===== config.mk =====
export PLATFORM = sky130hd
export DESIGN_NAME = escape_sequence_decoder_unit
export DESIGN_NICKNAME = d
export VERILOG_FILES = /design/src/rtl/core/esd_pkg.sv /design/src/rtl/core/escape_sequence_decoder_unit.sv
export VERILOG_INCLUDE_DIRS = /design/src /design/src/rtl/core
export SDC_FILE = /design/constraint.sdc
export NUM_CORES = 1
export LEC_CHECK = 0
export BUFFER_PORTS_ARGS = -buffer_cell sky130_fd_sc_hd__buf_4
export CAP_MARGIN = 30
export CORE_UTILIZATION = 53
export CTS_CLUSTER_DIAMETER = 50
export DETAILED_ROUTE_END_ITERATION = 10
export PLACE_DENSITY = 0.87
export SKIP_CTS_REPAIR_TIMING = 1
export SLEW_MARGIN = 20
export SYNTH_ARGS = -nofsm -noshare
export SYNTH_HDL_FRONTEND = slang
export SYNTH_SLANG_ARGS = --single-unit

===== constraint.sdc =====
create_clock -name clock -period 5 [get_ports clock]
set_input_delay 0 -clock clock [delete_from_list [all_inputs] [get_ports clock]]
set_output_delay 0 -clock clock [all_outputs]
set_load 0.05 [all_outputs]

===== src/rtl/core/escape_sequence_decoder_unit_macros.svh =====
// Assertion macros shared by the escape sequence decoder RTL.
`ifndef ESCAPE_SEQUENCE_DECODER_UNIT_MACROS_SVH
`define ESCAPE_SEQUENCE_DECODER_UNIT_MACROS_SVH

// Same-cycle implication, checked outside reset.
`define ESD_ASSERT_NOW(label, clk, rst, ante, cons, msg) \
   label: assert property (@(posedge clk) disable iff (rst) (ante) |-> (cons)) \
      else $error(msg);

// Next-cycle implication, checked outside reset.
`define ESD_ASSERT_NEXT(label, clk, rst, ante, cons, msg) \
   label: assert property (@(posedge clk) disable iff (rst) (ante) |=> (cons)) \
      else $error(msg);

`endif


===== src/rtl/core/esd_pkg.sv =====
// Package with widths, character codes and the hex digit function of the escape decoder.
`timescale 1ns / 1ps
`default_nettype none
package esd_pkg;

   // Field widths.
   localparam int unsigned CharWidth  = 21;
   localparam int unsigned OutWidth   = 22;
   localparam int unsigned AccumWidth = 18;
   localparam int unsigned CountWidth = 3;
   localparam int unsigned DigitWidth = 5;
   localparam int unsigned DataWidth  = 32;
   localparam int unsigned AddrWidth  = 3;

   // Register index of the epsilon code, taken from paddr[2].
   localparam logic RegEpsilon = 1'b0;

   // Escape selector characters.
   localparam logic [CharWidth-1:0] ChBackslash = 21'h00005C;
   localparam logic [CharWidth-1:0] ChA = 21'h000061;
   localparam logic [CharWidth-1:0] ChB = 21'h000062;
   localparam logic [CharWidth-1:0] ChE = 21'h000065;
   localparam logic [CharWidth-1:0] ChF = 21'h000066;
   localparam logic [CharWidth-1:0] ChN = 21'h00006E;
   localparam logic [CharWidth-1:0] ChR = 21'h000072;
   localparam logic [CharWidth-1:0] ChT = 21'h000074;
   localparam logic [CharWidth-1:0] ChV = 21'h000076;
   localparam logic [CharWidth-1:0] ChX = 21'h000078;
   localparam logic [CharWidth-1:0] ChU = 21'h000075;

   // Control codes produced by the simple escapes.
   localparam logic [OutWidth-1:0] CodeBell      = 22'd7;
   localparam logic [OutWidth-1:0] CodeBackspace = 22'd8;
   localparam logic [OutWidth-1:0] CodeTab       = 22'd9;
   localparam logic [OutWidth-1:0] CodeNewline   = 22'd10;
   localparam logic [OutWidth-1:0] CodeVtab      = 22'd11;
   localparam logic [OutWidth-1:0] CodeFormfeed  = 22'd12;
   localparam logic [OutWidth-1:0] CodeReturn    = 22'd13;

   // Digit counts for the two hex escapes.
   localparam logic [CountWidth-1:0] DigitsX = 3'd2;
   localparam logic [CountWidth-1:0] DigitsU = 3'd4;

   // Value of one hex digit; any other character counts as -1.
   function automatic logic signed [DigitWidth-1:0] hex_digit(input logic [CharWidth-1:0] c);
      logic signed [DigitWidth-1:0] d;
      d = -5'sd1;
      case (c) inside
         [21'h000030:21'h000039]: d = signed'({1'b0, c[3:0]});
         [21'h000041:21'h000046],
         [21'h000061:21'h000066]: d = signed'(5'({1'b0, c[3:0]}) + 5'd9);
         default: d = -5'sd1;
      endcase
      return d;
   endfunction

endpackage
`default_nettype wire


===== src/rtl/core/escape_sequence_decoder_unit.sv =====
// A word in the input register is decoded into the result register, one word per cycle
// unless the result stalls. Escape and hex digit words update the state without a result.
// The input register lets a new word in while a finished result still waits on the output.
// Each word's decode is a case select and one 18-bit shift-add on the hex accumulator.
// Reset is synchronous and active high: plain mode, empty stages, epsilon code zero.
`timescale 1ns / 1ps
`default_nettype none
`include "escape_sequence_decoder_unit_macros.svh"
module escape_sequence_decoder_unit (
   input  wire logic                                  clock,
   input  wire logic                                  reset,
   // Input channel.
   input  wire logic                                  req_valid,
   output logic                                       req_ready,
   input  wire logic [esd_pkg::CharWidth-1:0]         req_char_in,
   // Result channel.
   output logic                                       rsp_valid,
   input  wire logic                                  rsp_ready,
   output logic signed [esd_pkg::OutWidth-1:0]        rsp_char_out,
   output logic                                       rsp_bad_hex,
   // Configuration port.
   input  wire logic                                  csr_psel,
   input  wire logic                                  csr_penable,
   input  wire logic                                  csr_pwrite,
   input  wire logic [esd_pkg::AddrWidth-1:0]         csr_paddr,
   input  wire logic [esd_pkg::DataWidth-1:0]         csr_pwdata,
   output logic [esd_pkg::DataWidth-1:0]              csr_prdata,
   output logic                                       csr_pready
);

   typedef enum logic [1:0] {
      MODE_PLAIN = 2'd0,
      MODE_ESC   = 2'd1,
      MODE_HEX   = 2'd2
   } mode_type;

   // Registers.
   logic                                       s1_valid_ff;
   logic [esd_pkg::CharWidth-1:0]              s1_char_ff;
   logic                                       out_valid_ff;
   logic signed [esd_pkg::OutWidth-1:0]        out_char_ff;
   logic                                       out_bad_ff;
   mode_type                                   mode_ff;
   logic [esd_pkg::CountWidth-1:0]             digits_ff;
   logic signed [esd_pkg::AccumWidth-1:0]      accum_ff;
   logic                                       saw_bad_ff;
   logic [esd_pkg::CharWidth-1:0]              epsilon_ff;

   // Next values.
   mode_type                                   mode_in;
   logic [esd_pkg::CountWidth-1:0]             digits_in;
   logic signed [esd_pkg::AccumWidth-1:0]      accum_in;
   logic                                       saw_bad_in;
   logic                                       emit_in;
   logic signed [esd_pkg::OutWidth-1:0]        out_char_in;
   logic                                       out_bad_in;

   logic                                       s1_go;
   logic                                       req_fire;
   logic                                       csr_write;
   logic signed [esd_pkg::DigitWidth-1:0]      digit;
   logic signed [esd_pkg::AccumWidth-1:0]      accum_sum;
   logic [esd_pkg::CountWidth-1:0]             digits_dec;
   logic                                       saw_bad_sum;

   // Handshakes: the decode stage moves when the result register is free or being emptied.
   assign s1_go     = s1_valid_ff && (!out_valid_ff || rsp_ready);
   assign req_ready = !s1_valid_ff || s1_go;
   assign req_fire  = req_valid && req_ready;
   assign csr_write = csr_psel && csr_penable && csr_pwrite && csr_pready;

   assign rsp_valid    = out_valid_ff;
   assign rsp_char_out = out_char_ff;
   assign rsp_bad_hex  = out_bad_ff;

   // Register file read.
   assign csr_pready = 1'b1;
   always_comb begin
      csr_prdata = '0;
      if (csr_paddr[2] == esd_pkg::RegEpsilon) begin
         csr_prdata = esd_pkg::DataWidth'(epsilon_ff);
      end
   end

   // Hex digit step: shift the accumulator by one digit and add the new one.
   assign digit       = esd_pkg::hex_digit(s1_char_ff);
   assign accum_sum   = {accum_ff[esd_pkg::AccumWidth-5:0], 4'h0}
                        + esd_pkg::AccumWidth'(digit);
   assign digits_dec  = digits_ff - 3'd1;
   assign saw_bad_sum = saw_bad_ff || digit[esd_pkg::DigitWidth-1];

   // Decode of the word in the input register.
   always_comb begin
      mode_in     = mode_ff;
      digits_in   = digits_ff;
      accum_in    = accum_ff;
      saw_bad_in  = saw_bad_ff;
      emit_in     = 1'b0;
      out_char_in = signed'(esd_pkg::OutWidth'(s1_char_ff));
      out_bad_in  = 1'b0;
      case (mode_ff)
         MODE_ESC: begin
            mode_in = MODE_PLAIN;
            emit_in = 1'b1;
            case (s1_char_ff)
               esd_pkg::ChA: out_char_in = esd_pkg::CodeBell;
               esd_pkg::ChB: out_char_in = esd_pkg::CodeBackspace;
               esd_pkg::ChE: out_char_in = signed'(esd_pkg::OutWidth'(epsilon_ff));
               esd_pkg::ChF: out_char_in = esd_pkg::CodeFormfeed;
               esd_pkg::ChN: out_char_in = esd_pkg::CodeNewline;
               esd_pkg::ChR: out_char_in = esd_pkg::CodeReturn;
               esd_pkg::ChT: out_char_in = esd_pkg::CodeTab;
               esd_pkg::ChV: out_char_in = esd_pkg::CodeVtab;
               esd_pkg::ChX, esd_pkg::ChU: begin
                  mode_in    = MODE_HEX;
                  digits_in  = (s1_char_ff == esd_pkg::ChX) ? esd_pkg::DigitsX
                                                            : esd_pkg::DigitsU;
                  accum_in   = '0;
                  saw_bad_in = 1'b0;
                  emit_in    = 1'b0;
               end
               default: out_char_in = signed'(esd_pkg::OutWidth'(s1_char_ff));
            endcase
         end
         MODE_HEX: begin
            // A count that wraps from zero also finishes the escape.
            if (digits_dec == 3'd0 || digits_dec == 3'd7) begin
               emit_in     = 1'b1;
               out_char_in = esd_pkg::OutWidth'(accum_sum);
               out_bad_in  = saw_bad_sum;
               mode_in     = MODE_PLAIN;
               digits_in   = '0;
               accum_in    = '0;
               saw_bad_in  = 1'b0;
            end else begin
               digits_in  = digits_dec;
               accum_in   = accum_sum;
               saw_bad_in = saw_bad_sum;
            end
         end
         default: begin
            // Plain mode; the unused mode code behaves the same way.
            mode_in = MODE_PLAIN;
            if (s1_char_ff == esd_pkg::ChBackslash) begin
               mode_in = MODE_ESC;
            end else begin
               emit_in = 1'b1;
            end
         end
      endcase
   end

   // State, pipeline and result registers.
   always_ff @(posedge clock) begin
      if (reset) begin
         s1_valid_ff  <= 1'b0;
         out_valid_ff <= 1'b0;
         mode_ff      <= MODE_PLAIN;
         digits_ff    <= '0;
         accum_ff     <= '0;
         saw_bad_ff   <= 1'b0;
         epsilon_ff   <= '0;
      end else begin
         if (csr_write && csr_paddr[2] == esd_pkg::RegEpsilon) begin
            epsilon_ff <= csr_pwdata[esd_pkg::CharWidth-1:0];
         end
         if (req_ready) begin
            s1_valid_ff <= req_valid;
         end
         if (rsp_ready || !out_valid_ff) begin
            out_valid_ff <= s1_go && emit_in;
         end
         if (s1_go) begin
            mode_ff    <= mode_in;
            digits_ff  <= digits_in;
            accum_ff   <= accum_in;
            saw_bad_ff <= saw_bad_in;
         end
      end
      if (req_fire) begin
         s1_char_ff <= req_char_in;
      end
      if (s1_go && emit_in) begin
         out_char_ff <= out_char_in;
         out_bad_ff  <= out_bad_in;
      end
   end

   // Checks on the decoder's own state and stages.
   `ESD_ASSERT_NOW(a_hex_count, clock, reset, mode_ff == MODE_HEX, digits_ff != 3'd0,
      "hex mode with no digits pending")
   `ESD_ASSERT_NOW(a_idle_clean, clock, reset, mode_ff != MODE_HEX,
      digits_ff == 3'd0 && accum_ff == '0 && !saw_bad_ff,
      "hex state not cleared outside hex mode")
   `ESD_ASSERT_NEXT(a_s1_hold, clock, reset, s1_valid_ff && !s1_go,
      s1_valid_ff && $stable(s1_char_ff), "stalled input word lost or changed")
   `ESD_ASSERT_NEXT(a_no_phantom, clock, reset, !out_valid_ff && !s1_valid_ff,
      !out_valid_ff, "result appeared without a decoded word")

endmodule
`default_nettype wire

==> flow_metrics.tcl <==
set metrics [dict create \
    status "finished clean" \
    vias 4367 \
    routedWlPerCell_um 16.51 \
    grt_pass1_wl_um 17920 \
    min_from "reset" \
    ys_types 59 \
    period_share 0.8692 \
    numCtsBuffers 9 \
    r2r_start "s1_char_ff[4]" \
    synth-adder-area-share 0.02925 \
    initial_utilization 0.5422 \
    synthFlopType "edfxtp_1" \
    max_slew_margin 0.3768 \
    drtAntennaViolNets 0 \
    timing.setup.critical_path_class "flop to flop" \
    grt_pass1_vias 3697 \
    cp.arrival_ns 4.47 \
    synth_edf_count 44 \
    hold_path_depth 2 \
    antenna_found_initial 0 \
    synthArstFlopShare 0 \
    via_per_inst 5.807 \
    final_cell_area_um2 6053 \
    required_ns 5.12 \
    final-hold-violation-count 0 \
    fin_cells 752 \
    core_um2 8678 \
    ios 121 \
    synth-compound-area-share 0.1710 \
    synthCells 520 \
    yosysSeqAreaShare 0.4637 \
    end_kind "flop" \
    p_leak_nw 2.343 \
    synth_top_area_cell "edfxtp_1" \
    crit_path_start_kind "flop" \
    cap_violations 0 \
    path_max_fanout 15 \
    cts_sinks 87 \
    root_buffer "clkbuf_8" \
    die_width_um 96.23 \
    remaining_drc_errors 0 \
    cts.clk_slew.worst_paths_ns 0.09 \
    tns_ns 0 \
    io_buffer_count 95 \
    syn_avg_cell_area_um2 9.050 \
    firstDrtPassIters 5 \
    cts_buffer_depth 2 \
    drive_above_1_share 0.2081 \
    grt_usage 0.2568 \
    max_slew.worst_pin.slew_ns 0.9348 \
    grt_max_degree 41 \
    fp-row-count 34 \
    p_per_area_nw_per_um2 248.2 \
    drt_wl_total_um 12420 \
    yosys.area_share.simple 0.2348 \
    startpoint "s1_char_ff[4]" \
    hold_class "primary input to flop" \
    muxShareOfSynthArea 0.01861 \
    grt-ovfl-total 0 \
    slew_viol_final 0 \
    synth_xor_area_frac 0.02233 \
    r2r_cells 13 \
    setup_violations 0 \
    fin_worst_skew_ns 0.01090 \
    antenna_cells 0 \
    clk_latency_ns 0.37 \
    area_delta_synth_final_pct 28.64 \
    synth_seq_cells 87 \
    die-area_um2 9259 \
    synth_area_um2 4706 \
    rsz0062_at_grt "no" \
    period_minus_slack_ns 4.346 \
    dp.cells 692 \
    nets 713 \
    place_congestion 0.9622 \
    hpwl_um 8364 \
    clock.fmax_ghz 0.2301 \
    ir_drop_v 0.0002020 \
    drt_iter0_markers 367 \
    yosysWarnings 0 \
    cts_tree "built" \
    htreeDepth 3 \
    synth_top_family_by_area "simple AND/OR/NAND/NOR gates" \
    synthTopCellsByArea "edfxtp_1 (28%), dfxtp_1 (18%), nand2_1 (6.6%)" \
    synth_top_area_share 0.2808 \
    die_y_um 96.23 \
    placed_area_um2 5410 \
]
-- Yosys cell counts, drive strengths merged (7+ instances only) --
| library cell | count |
|---|---|
| clkbuf | 27 |
| ha | 11 |
| inv | 16 |
| edfxtp | 44 |
| nor2 | 36 |
| nor2b | 21 |
| nor4 | 8 |
| a21oi | 48 |
| buf | 16 |
| dfxtp | 43 |
| nor3 | 15 |
| xor2 | 7 |
| o21ai | 21 |
| nand3 | 18 |
| nand2 | 83 |
| a22oi | 13 |
-- per-stage QoR --
stage / power (mW) / worst slack [ns] / utilization / hold WS (ns)
after floorplan: 0.9228 / 1.287 / - / 0.09887
after global placement: 0.9760 / 0.8881 / 0.6217 / 0.1783
after detailed placement: 0.9809 / 0.7570 / 0.6234 / 0.1794
after CTS: 1.480 / 0.7569 / 0.6468 / -0.2156
after global routing: 1.555 / 0.3956 / 0.6975 / 0.07054
final: 1.503 / 0.6541 / 0.6975 / 0.05507
-- where the power goes --
group          switching, mW  leakage [nW]  total (mW)  internal, mW
logic                  0.119          1.47       0.202        0.0827
registers             0.0198         0.767       0.795         0.775
clock network          0.269         0.105       0.506         0.237
total                  0.408          2.34        1.50          1.09
-- final timing paths --
kind | to | slack, ns
setup / recovery | rsp_char_out[18] | 0.65
hold / removal | accum_ff[10] | 0.06
setup reg to reg | rsp_char_out[18] | 0.65
hold reg to reg | accum_ff[0] | 0.47
-- cell families (layout without fill, tap and decap cells) --
| family | Yosys count | count (layout) |
|---|---|---|
| AND/OR/NAND/NOR | 218 | 218 |
| AO/OA/AOI/OAI | 123 | 123 |
| flip-flops | 87 | 87 |
| buffers and inverters | 59 | 173 |
| XOR/XNOR | 12 | 12 |
| adder cells (fa/ha/maj) | 11 | 11 |
| multiplexers | 8 | 8 |
| other | 2 | 12 |
-- critical path, stage by stage (launching register included) --
cell and delay (ns):
edfxtp_1 0.61, or2_2 0.41, a221oi_1 0.28, a31oi_2 0.24
o31a_1 0.45, ha_1 0.31, or3_1 0.34, nor3_1 0.45
nand2_1 0.11, a21oi_1 0.17, mux2_4 0.18, o21ai_1 0.06
nor3b_2 0.20, a221o_1 0.28
-- layout by cell type, fill, tap and decap left out, types with 16 or more instances in the layout --
master,n
buf_4,96
nand2_1,83
a21oi_1,48
dlygate4sd3_1,44
edfxtp_1,44
dfxtp_1,43
nor2_1,36
nor2b_1,21
nand3_1,18
o21ai_0,18
inv_1,16
-- per-layer routing --
| layer | vias to the layer above | track usage | wire, um |
|---|---|---|---|
| li1 | 2074 | - | - |
| met1 | 2064 | 0.3428 | 4942 |
| met2 | 207 | 0.4125 | 6269 |
| met3 | 22 | 0.05766 | 994 |
| met4 | 0 | 0.08209 | 211 |
| met5 | - | 0 | 0 |
-- final cells by class --
cell class / count / area (um^2)
Clock inverter: 7 / 78.83
Clock buffer: 9 / 123.9
Multi-Input combinational cell: 384 / 2297
Tap cell: 108 / 135.1
Inverter: 16 / 60.06
Fill cell: 628 / 2625
Timing Repair Buffer: 141 / 1176
Sequential cell: 87 / 2182
-- sequential cells by signal, summed over array words and instances, names as in the netlist --
signal        flops
epsilon_ff       21
saw_bad_ff        1
s1_valid_ff       1
rsp_char_out     22
mode_ff           2
accum_ff         14
rsp_valid         1
rsp_bad_hex       1
s1_char_ff       21
digits_ff         3
(Power assumes the default switching activity.)
